## config.mk

```make
export PLATFORM = sky130hd
export DESIGN_NAME = command_queue_retry_sender_unit_flat
export DESIGN_NICKNAME = d
export VERILOG_FILES = /design/src/rtl/core/cqrs_pkg.sv /design/src/rtl/core/cqrs_in_if.sv /design/src/rtl/core/cqrs_out_if.sv /design/src/rtl/core/cqrs_queue_ram.sv /design/src/rtl/core/cqrs_ctrl.sv /design/src/rtl/core/command_queue_retry_sender_unit.sv /design/src/flat_wrapper.sv
export SDC_FILE = /design/constraint.sdc
export NUM_CORES = 1
export LEC_CHECK = 0
export BUFFER_PORTS_ARGS = -buffer_cell sky130_fd_sc_hd__buf_2
export CORE_ASPECT_RATIO = 1.25
export CORE_MARGIN = 2
export CORE_UTILIZATION = 45
export DETAILED_ROUTE_END_ITERATION = 12
export HOLD_SLACK_MARGIN = 0.08
export PLACE_DENSITY = 0.77
export SLEW_MARGIN = 20
export SYNTH_ARGS = -nofsm -noshare
export SYNTH_HDL_FRONTEND = slang
export SYNTH_SLANG_ARGS = --single-unit
```

## constraint.sdc

```tcl
create_clock -name clk -period 3.75 [get_ports clk]
set_input_delay 0.75 -clock clk [delete_from_list [all_inputs] [get_ports clk]]
set_output_delay 0.75 -clock clk [all_outputs]
set_load 0.03 [all_outputs]
```

## src/rtl/core/cqrs_pkg.sv

```systemverilog
// ----------------------------------------------------------------------------
// cqrs_pkg: shared types and constants for the command queue retry sender.
// Holds the ring geometry, item kinds, register indexes and the structs that
// pass between the control logic, the queue memory and the top level.
// ----------------------------------------------------------------------------
package cqrs_pkg;

  // Ring geometry.
  localparam int QUEUE_DEPTH = 5;
  localparam int QPTR_W      = (QUEUE_DEPTH > 1) ? $clog2(QUEUE_DEPTH) : 1;
  localparam logic [QPTR_W-1:0] QPTR_LAST = QPTR_W'(QUEUE_DEPTH - 1);

  // Item kinds.
  localparam logic [1:0] KIND_TICK    = 2'd0;
  localparam logic [1:0] KIND_ENQUEUE = 2'd1;
  localparam logic [1:0] KIND_START   = 2'd2;

  // Configuration register indexes.
  localparam int CFG_INDEX_W = 3;
  localparam logic [CFG_INDEX_W-1:0] CFG_POWERON_DELAY   = 3'd0;
  localparam logic [CFG_INDEX_W-1:0] CFG_SEND_INTERVAL   = 3'd1;
  localparam logic [CFG_INDEX_W-1:0] CFG_RETRY_LIMIT     = 3'd2;
  localparam logic [CFG_INDEX_W-1:0] CFG_DISCOVERY_LIMIT = 3'd3;
  localparam logic [CFG_INDEX_W-1:0] CFG_CHANNEL_CODE    = 3'd4;

  // Reset values of the registers and state.
  localparam logic [5:0] POWERON_DELAY_RST   = 6'd55;
  localparam logic [3:0] SEND_INTERVAL_RST   = 4'd3;
  localparam logic [2:0] RETRY_LIMIT_RST     = 3'd3;
  localparam logic [3:0] DISCOVERY_LIMIT_RST = 4'd10;
  localparam logic [7:0] CHANNEL_CODE_RST    = 8'h43;
  localparam logic [7:0] CHANNEL_RST         = 8'd1;
  localparam logic [2:0] MISS_MAX            = 3'd7;

  typedef struct packed {
    logic [5:0] poweron_delay;
    logic [3:0] send_interval;
    logic [2:0] retry_limit;
    logic [3:0] discovery_limit;
    logic [7:0] channel_code;
  } cfg_t;

  typedef struct packed {
    logic [1:0] kind;
    logic       reply_seen;
    logic [7:0] cmd_code;
    logic [7:0] cmd_data;
    logic [7:0] reply_max_channel;
    logic [7:0] stored_channel;
  } item_t;

  // Queue memory access for one transaction.
  typedef struct packed {
    logic              wr_en;
    logic [QPTR_W-1:0] wr_addr;
    logic [15:0]       wr_data;
    logic              rd_en;
    logic [QPTR_W-1:0] rd_addr;
  } mem_req_t;

  // Result flags of the last accepted transaction.
  typedef struct packed {
    logic emit;
    logic send_discovery;
    logic clear_reply;
  } res_flags_t;

  function automatic logic [QPTR_W-1:0] ring_next(input logic [QPTR_W-1:0] p);
    return (p == QPTR_LAST) ? '0 : p + QPTR_W'(1);
  endfunction

endpackage

```

## src/rtl/core/cqrs_in_if.sv

```systemverilog
// ----------------------------------------------------------------------------
// cqrs_in_if: input channel of the command queue retry sender.
// Carries valid, ready and one input item.
// ----------------------------------------------------------------------------
interface cqrs_in_if;
  logic       valid;
  logic       ready;
  logic [1:0] kind;
  logic       reply_seen;
  logic [7:0] cmd_code;
  logic [7:0] cmd_data;
  logic [7:0] reply_max_channel;
  logic [7:0] stored_channel;

  modport source (
    output valid, kind, reply_seen, cmd_code, cmd_data, reply_max_channel,
           stored_channel,
    input  ready
  );
  modport sink (
    input  valid, kind, reply_seen, cmd_code, cmd_data, reply_max_channel,
           stored_channel,
    output ready
  );
endinterface

```

## src/rtl/core/cqrs_out_if.sv

```systemverilog
// ----------------------------------------------------------------------------
// cqrs_out_if: result channel of the command queue retry sender.
// Carries valid, ready and one result item.
// ----------------------------------------------------------------------------
interface cqrs_out_if;
  logic       valid;
  logic       ready;
  logic       send_command;
  logic [7:0] command_code;
  logic [7:0] command_data;
  logic       send_discovery;
  logic       clear_reply;
  logic [7:0] max_channel;
  logic [7:0] audio_channel;

  modport source (
    output valid, send_command, command_code, command_data, send_discovery,
           clear_reply, max_channel, audio_channel,
    input  ready
  );
  modport sink (
    input  valid, send_command, command_code, command_data, send_discovery,
           clear_reply, max_channel, audio_channel,
    output ready
  );
endinterface

```

## src/rtl/core/cqrs_queue_ram.sv

```systemverilog
// ----------------------------------------------------------------------------
// cqrs_queue_ram: command ring storage.
// One write port and one registered read port; each entry holds code and data.
// ----------------------------------------------------------------------------
module cqrs_queue_ram (
  input  logic              clk,
  input  cqrs_pkg::mem_req_t req,
  output logic [15:0]       rd_data
);
  import cqrs_pkg::*;

  logic [15:0] mem [QUEUE_DEPTH];

  // Write port.
  always_ff @(posedge clk) begin
    if (req.wr_en) begin
      mem[req.wr_addr] <= req.wr_data;
    end
  end

  // Read port, registered; data holds until the next read.
  always_ff @(posedge clk) begin
    if (req.rd_en) begin
      rd_data <= mem[req.rd_addr];
    end
  end

endmodule

```

## src/rtl/core/cqrs_ctrl.sv

```systemverilog
// ----------------------------------------------------------------------------
// cqrs_ctrl: pacing, discovery and retry control.
// Updates the sender state on each accepted transaction, issues the ring
// write or read to the queue memory and registers the result flags.
// ----------------------------------------------------------------------------
module cqrs_ctrl (
  input  logic                  clk,
  input  logic                  rst,
  input  logic                  accept,
  input  cqrs_pkg::item_t       item,
  input  cqrs_pkg::cfg_t        cfg,
  output cqrs_pkg::mem_req_t    mem_req,
  output cqrs_pkg::res_flags_t  res,
  output logic [7:0]            max_channel,
  output logic [7:0]            audio_channel
);
  import cqrs_pkg::*;

  logic [5:0]        startup_count, startup_count_next;
  logic [3:0]        interval_count, interval_count_next;
  logic              discovering, discovering_next;
  logic [3:0]        discovery_tries, discovery_tries_next;
  logic [2:0]        miss_count, miss_count_next;
  logic [QPTR_W-1:0] write_pointer, write_pointer_next;
  logic [QPTR_W-1:0] send_pointer, send_pointer_next;
  logic [7:0]        max_channel_reg, max_channel_next;
  logic [7:0]        channel_reg, channel_next;
  logic [7:0]        previous_channel, previous_channel_next;
  res_flags_t        res_next;

  // Next state of one transaction, memory access included.
  always_comb begin
    logic [3:0]        interval_inc;
    logic [3:0]        tries_inc;
    logic [2:0]        miss_inc;
    logic [QPTR_W-1:0] sp_adv;
    logic              decide;

    startup_count_next    = startup_count;
    interval_count_next   = interval_count;
    discovering_next      = discovering;
    discovery_tries_next  = discovery_tries;
    miss_count_next       = miss_count;
    write_pointer_next    = write_pointer;
    send_pointer_next     = send_pointer;
    max_channel_next      = max_channel_reg;
    channel_next          = channel_reg;
    previous_channel_next = previous_channel;
    res_next              = '0;
    mem_req               = '0;
    decide                = 1'b0;
    interval_inc          = interval_count + 4'd1;
    tries_inc             = discovery_tries + 4'd1;
    miss_inc              = (miss_count < MISS_MAX) ? miss_count + 3'd1 : miss_count;
    sp_adv                = ring_next(send_pointer);

    unique case (item.kind)
      KIND_TICK: begin
        if (startup_count < cfg.poweron_delay) begin
          startup_count_next = startup_count + 6'd1;
        end else if (interval_inc >= cfg.send_interval) begin
          interval_count_next = '0;
          decide              = 1'b1;
        end else begin
          interval_count_next = interval_inc;
        end
      end
      KIND_ENQUEUE: begin
        mem_req.wr_en      = 1'b1;
        mem_req.wr_addr    = write_pointer;
        mem_req.wr_data    = {item.cmd_code, item.cmd_data};
        write_pointer_next = ring_next(write_pointer);
      end
      KIND_START: begin
        discovering_next       = 1'b1;
        write_pointer_next     = '0;
        send_pointer_next      = '0;
        res_next.send_discovery = 1'b1;
        res_next.clear_reply    = 1'b1;
      end
      default: begin
      end
    endcase

    // Send decision.
    if (decide) begin
      if (discovering) begin
        if (item.reply_seen) begin
          res_next.clear_reply = 1'b1;
          discovery_tries_next = '0;
          discovering_next     = 1'b0;
          max_channel_next     = item.reply_max_channel;
          if (item.stored_channel <= item.reply_max_channel) begin
            previous_channel_next = channel_reg;
            channel_next          = item.stored_channel;
            mem_req.wr_en         = 1'b1;
            mem_req.wr_addr       = write_pointer;
            mem_req.wr_data       = {cfg.channel_code, item.stored_channel};
            write_pointer_next    = ring_next(write_pointer);
          end
        end else if (tries_inc < cfg.discovery_limit) begin
          discovery_tries_next    = tries_inc;
          res_next.send_discovery = 1'b1;
        end else begin
          discovery_tries_next = '0;
          discovering_next     = 1'b0;
        end
      end else if (item.reply_seen) begin
        miss_count_next      = '0;
        send_pointer_next    = sp_adv;
        res_next.clear_reply = 1'b1;
        if (write_pointer != sp_adv) begin
          res_next.emit   = 1'b1;
          mem_req.rd_en   = 1'b1;
          mem_req.rd_addr = sp_adv;
        end
      end else if (write_pointer != send_pointer) begin
        miss_count_next = miss_inc;
        if (miss_inc <= cfg.retry_limit) begin
          res_next.emit   = 1'b1;
          mem_req.rd_en   = 1'b1;
          mem_req.rd_addr = send_pointer;
        end else begin
          send_pointer_next = sp_adv;
        end
      end else begin
        miss_count_next = '0;
      end
    end

    // Nothing moves without a transaction.
    if (!accept) begin
      mem_req.wr_en = 1'b0;
      mem_req.rd_en = 1'b0;
    end
  end

  // State registers.
  always_ff @(posedge clk) begin
    if (rst) begin
      startup_count    <= '0;
      interval_count   <= '0;
      discovering      <= 1'b0;
      discovery_tries  <= '0;
      miss_count       <= '0;
      write_pointer    <= '0;
      send_pointer     <= '0;
      max_channel_reg  <= CHANNEL_RST;
      channel_reg      <= CHANNEL_RST;
      previous_channel <= CHANNEL_RST;
      res              <= '0;
    end else if (accept) begin
      startup_count    <= startup_count_next;
      interval_count   <= interval_count_next;
      discovering      <= discovering_next;
      discovery_tries  <= discovery_tries_next;
      miss_count       <= miss_count_next;
      write_pointer    <= write_pointer_next;
      send_pointer     <= send_pointer_next;
      max_channel_reg  <= max_channel_next;
      channel_reg      <= channel_next;
      previous_channel <= previous_channel_next;
      res              <= res_next;
    end
  end

  assign max_channel   = max_channel_reg;
  assign audio_channel = channel_reg;

  // A transaction never reads and writes the ring at once.
  a_no_rw_overlap: assert property (@(posedge clk) disable iff (rst)
    !(mem_req.wr_en && mem_req.rd_en))
    else $error("ring read and write in one transaction");

  // Pointers stay inside the ring.
  a_ptr_range: assert property (@(posedge clk) disable iff (rst)
    (write_pointer <= QPTR_LAST) && (send_pointer <= QPTR_LAST))
    else $error("ring pointer out of range");

  // A channel change keeps the old channel.
  a_prev_channel: assert property (@(posedge clk) disable iff (rst)
    accept && (channel_next != channel_reg) |=> previous_channel == $past(channel_reg))
    else $error("previous channel not kept");

  // A command send and a discovery request never share a result.
  a_send_excl: assert property (@(posedge clk) disable iff (rst)
    !(res.emit && res.send_discovery))
    else $error("command and discovery sent together");

  // Without a transaction the ring pointers hold.
  a_hold: assert property (@(posedge clk) disable iff (rst)
    !accept |=> $stable(write_pointer) && $stable(send_pointer))
    else $error("ring pointer moved without a transaction");

endmodule

```

## src/rtl/core/command_queue_retry_sender_unit.sv

```systemverilog
// ----------------------------------------------------------------------------
// command_queue_retry_sender_unit: tick-paced command sender with retries.
// Keeps a ring of two-byte commands, runs discovery and resends commands
// that see no reply.
//
//   Channel    Role    Carries
//   request    sink    kind, reply_seen, cmd_code, cmd_data, reply_max_channel,
//                      stored_channel
//   response   source  send_command, command_code, command_data,
//                      send_discovery, clear_reply, max_channel, audio_channel
//   cfg_*      write   register index and data, no read-back
//
// In the accept cycle the state is updated and the ring memory read is
// issued; the result is shown from the registered result flags and the
// registered read data of the ring memory. One transaction is in flight at
// a time; a stalled response holds request.ready low. Reset is synchronous;
// the ring memory needs no clearing.
// ----------------------------------------------------------------------------
module command_queue_retry_sender_unit (
  input  logic                                 clk,
  input  logic                                 rst,
  cqrs_in_if.sink                              request,
  cqrs_out_if.source                           response,
  input  logic                                 cfg_we,
  input  logic [cqrs_pkg::CFG_INDEX_W-1:0]     cfg_index,
  input  logic [7:0]                           cfg_wdata
);
  import cqrs_pkg::*;

  typedef enum logic [1:0] {
    ST_IDLE = 2'b01,
    ST_BUSY = 2'b10
  } state_t;

  state_t     state, state_next;
  cfg_t       cfg;
  item_t      item;
  mem_req_t   mem_req;
  res_flags_t res;
  logic [15:0] rd_data;
  logic       accept;
  logic [7:0] max_channel;
  logic [7:0] audio_channel;

  // Configuration registers.
  always_ff @(posedge clk) begin
    if (rst) begin
      cfg.poweron_delay   <= POWERON_DELAY_RST;
      cfg.send_interval   <= SEND_INTERVAL_RST;
      cfg.retry_limit     <= RETRY_LIMIT_RST;
      cfg.discovery_limit <= DISCOVERY_LIMIT_RST;
      cfg.channel_code    <= CHANNEL_CODE_RST;
    end else if (cfg_we) begin
      unique case (cfg_index)
        CFG_POWERON_DELAY:   cfg.poweron_delay   <= cfg_wdata[5:0];
        CFG_SEND_INTERVAL:   cfg.send_interval   <= cfg_wdata[3:0];
        CFG_RETRY_LIMIT:     cfg.retry_limit     <= cfg_wdata[2:0];
        CFG_DISCOVERY_LIMIT: cfg.discovery_limit <= cfg_wdata[3:0];
        CFG_CHANNEL_CODE:    cfg.channel_code    <= cfg_wdata;
        default: begin
        end
      endcase
    end
  end

  // Request gathering.
  assign item.kind              = request.kind;
  assign item.reply_seen        = request.reply_seen;
  assign item.cmd_code          = request.cmd_code;
  assign item.cmd_data          = request.cmd_data;
  assign item.reply_max_channel = request.reply_max_channel;
  assign item.stored_channel    = request.stored_channel;

  assign request.ready = (state == ST_IDLE);
  assign accept        = request.valid && request.ready;

  // Transaction sequencing.
  always_comb begin
    state_next = state;
    unique case (state)
      ST_IDLE: if (accept) state_next = ST_BUSY;
      ST_BUSY: if (response.ready) state_next = ST_IDLE;
      default: state_next = ST_IDLE;
    endcase
  end

  always_ff @(posedge clk) begin
    if (rst) begin
      state <= ST_IDLE;
    end else begin
      state <= state_next;
    end
  end

  cqrs_ctrl u_ctrl (
    .clk           (clk),
    .rst           (rst),
    .accept        (accept),
    .item          (item),
    .cfg           (cfg),
    .mem_req       (mem_req),
    .res           (res),
    .max_channel   (max_channel),
    .audio_channel (audio_channel)
  );

  cqrs_queue_ram u_ram (
    .clk     (clk),
    .req     (mem_req),
    .rd_data (rd_data)
  );

  // Response drive.
  assign response.valid          = (state == ST_BUSY);
  assign response.send_command   = res.emit;
  assign response.command_code   = res.emit ? rd_data[15:8] : 8'd0;
  assign response.command_data   = res.emit ? rd_data[7:0]  : 8'd0;
  assign response.send_discovery = res.send_discovery;
  assign response.clear_reply    = res.clear_reply;
  assign response.max_channel    = max_channel;
  assign response.audio_channel  = audio_channel;

  // A request is taken only with no response pending.
  a_no_overrun: assert property (@(posedge clk) disable iff (rst)
    accept |=> response.valid && !request.ready)
    else $error("request taken while response pending");

  // A stalled response keeps its command.
  a_hold_cmd: assert property (@(posedge clk) disable iff (rst)
    response.valid && !response.ready |=> $stable(response.command_code)
      && $stable(response.command_data))
    else $error("stalled command changed");

  // The sequencer is always in exactly one state.
  a_state_onehot: assert property (@(posedge clk) disable iff (rst)
    $onehot(state))
    else $error("sequencer state not one-hot");

endmodule

```

## src/flat_wrapper.sv

```systemverilog
// flat-port wrapper written by rule: the top's interface ports become plain ports
module command_queue_retry_sender_unit_flat import cqrs_pkg::*;
  (clk, rst, cfg_we, cfg_index, cfg_wdata, request_valid, request_kind, request_reply_seen, request_cmd_code, request_cmd_data, request_reply_max_channel, request_stored_channel, request_ready, response_valid, response_send_command, response_command_code, response_command_data, response_send_discovery, response_clear_reply, response_max_channel, response_audio_channel, response_ready);
  cqrs_in_if request_i ();
  cqrs_out_if response_i ();
  input  logic clk;
  input  logic rst;
  input  logic cfg_we;
  input  logic [cqrs_pkg::CFG_INDEX_W-1:0] cfg_index;
  input  logic [7:0] cfg_wdata;
  input wire logic [$bits(request_i.valid)-1:0] request_valid;
  input wire logic [$bits(request_i.kind)-1:0] request_kind;
  input wire logic [$bits(request_i.reply_seen)-1:0] request_reply_seen;
  input wire logic [$bits(request_i.cmd_code)-1:0] request_cmd_code;
  input wire logic [$bits(request_i.cmd_data)-1:0] request_cmd_data;
  input wire logic [$bits(request_i.reply_max_channel)-1:0] request_reply_max_channel;
  input wire logic [$bits(request_i.stored_channel)-1:0] request_stored_channel;
  output wire logic [$bits(request_i.ready)-1:0] request_ready;
  output wire logic [$bits(response_i.valid)-1:0] response_valid;
  output wire logic [$bits(response_i.send_command)-1:0] response_send_command;
  output wire logic [$bits(response_i.command_code)-1:0] response_command_code;
  output wire logic [$bits(response_i.command_data)-1:0] response_command_data;
  output wire logic [$bits(response_i.send_discovery)-1:0] response_send_discovery;
  output wire logic [$bits(response_i.clear_reply)-1:0] response_clear_reply;
  output wire logic [$bits(response_i.max_channel)-1:0] response_max_channel;
  output wire logic [$bits(response_i.audio_channel)-1:0] response_audio_channel;
  input wire logic [$bits(response_i.ready)-1:0] response_ready;
  assign request_i.valid = request_valid;
  assign request_i.kind = request_kind;
  assign request_i.reply_seen = request_reply_seen;
  assign request_i.cmd_code = request_cmd_code;
  assign request_i.cmd_data = request_cmd_data;
  assign request_i.reply_max_channel = request_reply_max_channel;
  assign request_i.stored_channel = request_stored_channel;
  assign request_ready = request_i.ready;
  assign response_valid = response_i.valid;
  assign response_send_command = response_i.send_command;
  assign response_command_code = response_i.command_code;
  assign response_command_data = response_i.command_data;
  assign response_send_discovery = response_i.send_discovery;
  assign response_clear_reply = response_i.clear_reply;
  assign response_max_channel = response_i.max_channel;
  assign response_audio_channel = response_i.audio_channel;
  assign response_i.ready = response_ready;
  command_queue_retry_sender_unit u_core (.clk(clk), .rst(rst), .request(request_i), .response(response_i), .cfg_we(cfg_we), .cfg_index(cfg_index), .cfg_wdata(cfg_wdata));
endmodule
```

# After elaboration in Yosys (flattened, before gate mapping)
# Memory sizes are Yosys's and may differ from the RTL's. A register that Yosys moved wholly into a read port is not among the register bits.
# Cells that the tools add are included.
# W data, S select, Z words.
# word_totals
register_bits,70
latchBits,0
mem_bits_rw,80
rom_bits,0
in_bits,51
mem_count,1
# mem_list
memory,words,width,read_ports,rd_ports_with_merged_regs,write_ports,line_no,text
u_core.u_ram.mem,5,16,1,1,1,cqrs_queue_ram.sv:12,logic [15:0] mem [QUEUE_DEPTH];
# op_classes
add_sub_neg,6
mul,0
div_mod_pow,0
order_cmp,6
eq_ne,14
n_shift,0
n_mux,57
n_bitwise,2
n_reduce_logical,15
# ops
op,count
$mux W20,4
$mux W3,16
$mux W4,8
$mux W24,1
$mux W1,21
$mux W8,2
$reduce_and A2 Y1,6
$reduce_and A3 Y1,4
$add A3 B1 Y3 const B,3
$eq A3 B3 Y1 const B,3
$add A4 B1 Y4 const B,2
$le A8 B8 Y1,1
$add A6 B1 Y6 const B,1
$eq A3 B2 Y1 const B,2
$lt A6 B6 Y1,1
$mux W2,3
$ne A3 B3 Y1,2
$pmux W3 S2,1
$reduce_and A5 Y1,1
$eq A2 B1 Y1 const B,2
$eq A2 B2 Y1 const B,2
$ge A4 B4 Y1,1
$lt A4 B4 Y1,1
$pmux W2 S2,1
other kinds (10),11

# Depth between registers and ports, before layout
# Gate-level depths: netlist of the first run.
# logic_depth
depth_word,11
ltp_mapped,12

# Modules after synthesis
# Synthesis of the first run repeated with hierarchy kept, for this count alone.
# unflattened
hier_cells,753
area_unflattened_um2,8222.9
# modules_own_cells
module,n_inst,cells_per_inst,area_each_um2,seq_area_each_um2
cqrs_queue_ram,1,194,3662.3,2882.8
cqrs_ctrl,1,432,3308.2,860.8
command_queue_retry_sender_unit,1,127,1252.5,540.5

# Worst setup path after synthesis of the first run
# No wires, ideal clock.
# synth_timing
path_kind,input port to flip-flop
from,input port request_reply_max_channel[1]
to,"memory u_core.u_ram.mem[2][0], enable pin"
setup_ns,0.409
t_arrival_ns,3.352
required_time_ns,3.341
slack_ns,-0.011
stages,9
path_buffers,0
path_cell_list,inv_1 -> ha_1 -> nor2b_1 -> o21a_1 -> o21ai_0 -> a21o_1 -> nand4_1 -> a211o_1 -> nor3_1
# synth_via
elab_chain_len,8
# synth_rtl
element,line_no,text
"start, declared",flat_wrapper.sv:16,input wire logic [$bits(request_i.reply_max_channel)-1:0] request_reply_max_channel;
$le A8 B8 Y1 (*),cqrs_ctrl.sv:93,if (item.stored_channel <= item.reply_max_channel) begin
$mux W20 (*),cqrs_ctrl.sv:93,
$mux W20 (*),cqrs_ctrl.sv:88,if (item.reply_seen) begin
$mux W20 (*),cqrs_ctrl.sv:87,if (discovering) begin
$mux W24 (*),cqrs_ctrl.sv:86,if (decide) begin
$mux W1,cqrs_ctrl.sv:132,if (!accept) begin
$mux W1,cqrs_queue_ram.sv:16,if (req.wr_en) begin
$mux W1 (implied by the code),cqrs_queue_ram.sv:17,mem[req.wr_addr] <= req.wr_data;
"end, declared",cqrs_queue_ram.sv:12,
# Every way passes the cells marked *; elsewhere a longest branch is shown, timed or not.

==> results.sh, run 1 <==
export IMPL_worstMarginPinSlew_ns=0.880
export IMPL_cts_reportedPaths_clkPinSlew_ns=0.07
export IMPL_netSwitchingFraction=0.224
export IMPL_detail_route_wl_per_cell_um=16.5
export IMPL_power_mw=3.98
export IMPL_die_y_um=151
export IMPL_int_power_mw=3.09
export IMPL_post_route_worst_setup_slack_ns=0.426
export IMPL_post_cts_repair_setup_buffers=0
export IMPL_timing_rr_start="u_core.u_ctrl.interval_count[0]"
export IMPL_hpwl_mm=11.8
export IMPL_ys_flop_type="edfxtp_1"
export IMPL_min_path_type="flop to flop"
export IMPL_power_ir_vdd_worst_uv=303
export IMPL_worst_setup_path_end_kind="flop"
export IMPL_timing_hold_worst_path_depth=2
export IMPL_tritoncts_num_sinks=166
export IMPL_drt_wl_total_mm=17.0
export IMPL_clock_tree_from_tritoncts="yes"
export IMPL_synthesized_area_fraction_occupied_by_ao_oa_aoi_and_oai_cells=0.143
export IMPL_dominant_combinational_cell_family_by_area_after_synthesis="compound AO/OA/AOI/OAI gates"
export IMPL_criticalPathCategory="flop to flop"
export IMPL_comb_power_share=0.054
export IMPL_hold_path_startpoint="u_core.cfg[5]"
export IMPL_regMostFlops="u_core.u_ram.mem"
export IMPL_grt_use_total=0.192
export IMPL_area_growth_synth_to_final_pct=16.8
export IMPL_netlist_instances=714
export IMPL_r2r_worst_path_cells=9
export IMPL_report_final_hold_viol_count=0
export IMPL_slew_limit_headroom=0.407
export IMPL_worstSkewPairLatency_ns=0.43
export IMPL_setup_worst_path_start_class="flop"
export IMPL_port_buffers=87
export IMPL_drc=0
export IMPL_synth_simple_area_share=0.137
export IMPL_crit_path_max_fanout=12
export IMPL_power_switching_mw=0.891
export IMPL_reg2reg_capture_point="u_core.u_ram.mem[4][12]"
export IMPL_power_leakage_nw=3.67
export IMPL_timing_hold_worst_endpoint="u_core.cfg[5]"
export IMPL_power_per_cell_area_nw_per_um2=437
export IMPL_antenna_found_initial=0
export IMPL_io_pins=88
export IMPL_vias=5685
export IMPL_cts_resized=0
export IMPL_worstPathArrival_ns=3.43
export IMPL_die_area_um2=18400
export IMPL_rrSetupSlack_ns=0.43
export IMPL_drv_max_cap_violation_count=0
export IMPL_hold_buffers=0
export IMPL_portion_of_the_post_synthesis_area_used_by_sequential_elements=0.550
export IMPL_diodes_inserted=0
export IMPL_core_region_area_um2=16900
export IMPL_nNetsFinal=884
export IMPL_gpl_final_weighted_congestion=0.808
export IMPL_post_place_setup_slack_ns=0.456
export IMPL_finalSetupViolCount=0
export IMPL_yosys_area_share_adder=0.0547
export IMPL_starting_utilization_of_the_core_area=0.460
export IMPL_cts_root_buffer_cell="clkbuf_16"
export IMPL_synth_warnings=0
export IMPL_drt_antenna_violating_nets=0
export IMPL_synthesis_area_per_instance_um2=10.9
export IMPL_largest_registers="u_core.u_ram.mem x80, u_core.cfg x25, u_core.u_ram.rd_data x16"
export IMPL_cts_htree_levels=4
export IMPL_number_of_synthesized_flops_with_an_enable_pin=96
export IMPL_cts_path_max_buffers=2
export IMPL_largest_net_degree_at_the_start_of_global_routing=45
export IMPL_postSynthRegisterBits=166
export IMPL_worstPathRequired_ns=3.85
export IMPL_async_s_r_ff_share_synth=0
export IMPL_finalSetupTns_ns=0
export IMPL_finalCriticalPeriod_ns=3.32
export IMPL_grt_setup_unrepaired="false"
export IMPL_final_design_area_no_fill_um2=9090
export IMPL_synth_mux_area_fraction=0.0490
export IMPL_synthDistinctLibCells=60
export IMPL_clock_power_share=0.457
export IMPL_yosys_area_share_xor_xnor=0.0158
export IMPL_max_reg_flops=80
export IMPL_result_of_the_run="finished clean"
export IMPL_filler_cell_count_in_the_final_layout=1472
export IMPL_skew_ns=0.00966
export IMPL_final_max_slew_viol_count=0
export IMPL_post_route_cells_drive_above_1_share=0.188
export IMPL_hold_ws_ns=0.457
export IMPL_timing_fmax_mhz=301
export IMPL_seq_power_share=0.489
export IMPL_row_count=53
export IMPL_cts_buffers=17
export IMPL_initialDrtViolationCount=346
export IMPL_firstDrtPassIters=4
export IMPL_synth_cell_area_um2=7780
export IMPL_synth_net_count=799
export IMPL_global_route_wire_length_before_repair_mm=26.8
export IMPL_grt_remaining_overflow=0
export IMPL_drt_vias_per_instance=5.51
export IMPL_min_period_over_period=0.886
export IMPL_grt_pass1_vias=5417
export IMPL_die_width_um=122
export IMPL_dpl_cell_area_um2=8470
==> final cells by class <==
type / count / area, µm² / share of cell area
Sequential cell: 166 / 4280 / 0.471
Multi-Input combinational cell: 456 / 3150 / 0.346
Timing Repair Buffer: 103 / 556 / 0.0611
Clock buffer: 18 / 429 / 0.0472
Tap cell: 220 / 275 / 0.0303
Inverter: 55 / 206 / 0.0227
Clock inverter: 14 / 190 / 0.0209
==> through the flow <==
step / utilization / instances
floorplan: - / 714
global placement: 0.501 / 1000
detailed placement: 0.501 / 1000
CTS: 0.537 / 1032
global route: 0.537 / 1032
finish: 0.537 / 1032
==> cell usage in the layout (no fill, tap or decap), types with 12 or more instances in the layout <==
cell type,synthesis,routed
a21oi_1,54,54
a221o_1,16,16
a22o_1,17,17
and2_0,12,12
and2_1,20,20
buf_2,7,87
buf_4,0,16
clkbuf_16,0,17
dfxtp_1,70,70
edfxtp_1,96,96
ha_1,34,34
inv_1,55,55
mux2i_1,37,37
nand2_1,49,49
nand3_1,35,35
nor2_1,41,41
o21ai_0,24,24
==> per-layer routing <==
layer,vias up,global-route usage,share of wire
met5,-,0,0
met4,0,0.0966,0.032
met3,38,0.0478,0.056
met2,167,0.328,0.51
met1,2732,0.223,0.40
li1,2748,-,-
==> cell usage after synthesis (all sizes together) (17+ instances only) <==
master,number,area (µm²)
a21oi,54,270
inv,55,206
ha,34,425
edfxtp,96,2880
o21ai,28,144
mux2i,37,370
a22o,17,149
and2,32,200
dfxtp,70,1400
nand3,35,175
clkbuf,21,80.1
nand2,49,184
nor2,42,160
==> cells by family after synthesis <==
kind of cell    count (synthesis)
fa+ha+maj                      34
flops                         166
mux                            38
compound gates                159
buf+inv                        92
simple gates                  211
xor+xnor                       14
==> power groups by stage <==
| stage | clock network [mW] | registers, mW | logic [mW] |
|---|---|---|---|
| 3_3_place_gp | 0 | 1.98 | 0.209 |
| 5_1_grt | 1.90 | 1.95 | 0.238 |
| 6_report | 1.82 | 1.94 | 0.213 |
| 3_5_place_dp | 0 | 1.98 | 0.211 |
| 2_1_floorplan | 0 | 1.98 | 0.130 |
| 4_1_cts | 1.83 | 1.94 | 0.214 |
==> worst max-delay path, stage by stage (launching register included) <==
cell and delay, ns:
dfxtp_1 0.36, ha_1 0.25, xor2_1 0.16, ha_1 0.28, nand2_1 0.05, o21ai_1 0.43
and3_1 0.34, nand4_1 0.20, buf_4 0.24, o21ai_0 0.70
==> how the worst max path moves through the flow <==
stage                               end  depth (start not counted)  slack [ns]                            start
2_1_floorplan    u_core.u_ram.mem[2][0]                          9       -0.01     request_reply_max_channel[1]
3_3_place_gp   u_core.u_ram.rd_data[13]                          9        0.54      u_core.u_ctrl.miss_count[1]
3_5_place_dp   u_core.u_ram.rd_data[13]                          9        0.46      u_core.u_ctrl.miss_count[0]
4_1_cts        u_core.u_ram.rd_data[13]                          9        0.46      u_core.u_ctrl.miss_count[0]
5_1_grt         u_core.u_ram.mem[2][15]                          9        0.11  u_core.u_ctrl.interval_count[0]
6_report        u_core.u_ram.mem[4][12]                          9        0.43  u_core.u_ctrl.interval_count[0]
(Power assumes the default switching activity.)
==> run 2, diff against run 1 <==
Settings changed: CORE_MARGIN 2 to unset.
==> run 2 against run 1 <==
  * Via count decreased by 2.2%
  * Critical path depth is the same
  * Clock power is 3% lower
==> results.sh, run 2 (synthesized netlist as in run 1, its figures left out) <==
export IMPL_result_of_the_run="finished clean"
export IMPL_area_growth_synth_to_final_pct=17.3
export IMPL_max_reg_flops=80
export IMPL_drt_vias_per_instance=5.37
export IMPL_grt_remaining_overflow=0
export IMPL_final_cells=1035
export IMPL_grt_use_total=0.197
export IMPL_setup_worst_path_start_class="flop"
export IMPL_power_mw=3.91
export IMPL_timing_critical_path_slowest_stage_cell="a221o_1"
export IMPL_initialDrtViolationCount=317
export IMPL_hpwl_mm=11.4
export IMPL_firstDrtPassIters=5
export IMPL_drc=0
export IMPL_die_width_um=120
export IMPL_slew_limit_headroom=0.451
export IMPL_hold_buffers=0
export IMPL_vias=5560
export IMPL_power_ir_vdd_worst_uv=288
export IMPL_core_region_area_um2=16800
export IMPL_starting_utilization_of_the_core_area=0.462
export IMPL_crit_path_max_fanout=15
export IMPL_die_y_um=149
export IMPL_drt_antenna_violating_nets=0
export IMPL_report_final_hold_viol_count=0
export IMPL_finalCriticalPeriod_ns=3.29
export IMPL_clock_tree_from_tritoncts="yes"
export IMPL_regMostFlops="u_core.u_ram.mem"
export IMPL_cts_reportedPaths_clkPinSlew_ns=0.07
export IMPL_global_route_wire_length_before_repair_mm=26.9
export IMPL_worstPathRequired_ns=3.93
export IMPL_tritoncts_num_sinks=166
export IMPL_drt_wl_total_mm=16.9
export IMPL_final_max_slew_viol_count=0
export IMPL_gpl_final_weighted_congestion=0.843
export IMPL_min_period_over_period=0.877
export IMPL_grt_pass1_vias=5326
export IMPL_worst_setup_path_end_kind="flop"
export IMPL_die_area_um2=17800
export IMPL_diodes_inserted=0
export IMPL_io_pins=88
export IMPL_post_cts_repair_setup_buffers=0
export IMPL_criticalPathCategory="flop to flop"
export IMPL_final_design_area_no_fill_um2=9130
export IMPL_power_per_cell_area_nw_per_um2=429
export IMPL_cts_buffers=17
export IMPL_cts_root_buffer_cell="clkbuf_16"
export IMPL_drv_max_cap_violation_count=0
export IMPL_detail_route_wl_per_cell_um=16.3
export IMPL_min_path_type="flop to flop"
export IMPL_largest_net_degree_at_the_start_of_global_routing=39
export IMPL_post_route_cells_drive_above_1_share=0.191
export IMPL_antenna_found_initial=0
export IMPL_timing_fmax_mhz=304
export IMPL_cts_path_max_buffers=2
export IMPL_slowest_delay_ns=0.51
export IMPL_power_leakage_nw=3.69
export IMPL_dp_cells=1003
export IMPL_timing_critical_path_mode_cell="ha_1"
export IMPL_r2r_worst_path_cells=9
export IMPL_finalSetupViolCount=0
export IMPL_most_common_cell_after_layout_fill_and_taps_aside="edfxtp_1"
export IMPL_cts_htree_levels=4
export IMPL_final_core_utilization=0.542
export IMPL_grt_setup_unrepaired="false"
export IMPL_largest_registers="u_core.u_ram.mem x80, u_core.cfg x25, u_core.u_ram.rd_data x16"
export IMPL_worstSkewPairLatency_ns=0.42
export IMPL_nNetsFinal=887
export IMPL_most_frequent_cells_in_the_layout="edfxtp_1, buf_2, dfxtp_1"
export IMPL_port_buffers=87
export IMPL_skew_ns=0.0111
export IMPL_dpl_cell_area_um2=8520
export IMPL_cts_resized=0
export IMPL_rrSetupSlack_ns=0.46
export IMPL_crit_chain="ha_1, a31o_2, ha_1, a211oi_1, o21ai_2, o22ai_4, nand2_1, a221o_1, a22o_1"
export IMPL_worstMarginPinSlew_ns=0.818
export IMPL_timing_hold_worst_path_depth=2
export IMPL_row_count=53
export IMPL_worstPathArrival_ns=3.47
[run 2: cell count changes in the layout (fill, tap and decap cells not counted), moves of 2 or more]
| cell | delta |
|---|---|
| inv_8 | +3 |
| clkinv_4 | +2 |
| buf_12 | +2 |
| bufinv_16 | -2 |
| clkinv_8 | +2 |
| inv_6 | -2 |
[run 2: critical path, delay by kind of cell (launching register included)]
kind | cells | cell delay, ns
AND/OR/NAND/NOR | 1 | 0.43
flip-flops | 1 | 0.40
AO/OA/AOI/OAI | 6 | 1.67
adder cells (fa/ha/maj) | 2 | 0.55
[run 2: final timing paths]
check,startpoint,end
hold / removal,u_core.cfg[2],u_core.cfg[2]
setup reg to reg,u_core.u_ctrl.miss_count[0],u_core.u_ram.rd_data[9]
setup / recovery,u_core.u_ctrl.miss_count[0],u_core.u_ram.rd_data[9]
hold reg to reg,u_core.cfg[2],u_core.cfg[2]
[run 2: final cells by class]
class	count	area [µm²]
sequential	166	4280
clock buffer	17	425
tap	220	275
clock inverter	15	183
multi-input combinational	456	3150
inverter	55	206
timing repair buffer	106	603
fill	1457	7720
[run 2: through the flow]
step | hold WS [ns] | setup TNS, ns | setup slack (ns)
3_5_place_dp | 0.449 | 0 | 0.485
4_1_cts | 0.459 | 0 | 0.460
3_3_place_gp | 0.442 | 0 | 0.570
2_1_floorplan | 0.435 | -0.698 | -0.0109
6_report | 0.458 | 0 | 0.460
5_1_grt | 0.471 | 0 | 0.204
[run 2: layer usage]
layer	GRT usage	part of all wire	routed length, µm	up-vias
met5	0	0	0	-
met4	0.0881	0.023	382	0
met3	0.0287	0.038	648	26
met2	0.349	0.52	8700	124
met1	0.235	0.42	7140	2653
li1	-	-	-	2757
[run 2: power breakdown]
part	leakage [nW]	switching [mW]	internal, mW
registers	1.45	0.00910	1.93
clock network	0.298	0.797	0.959
logic	1.94	0.130	0.0816
total	3.69	0.936	2.98
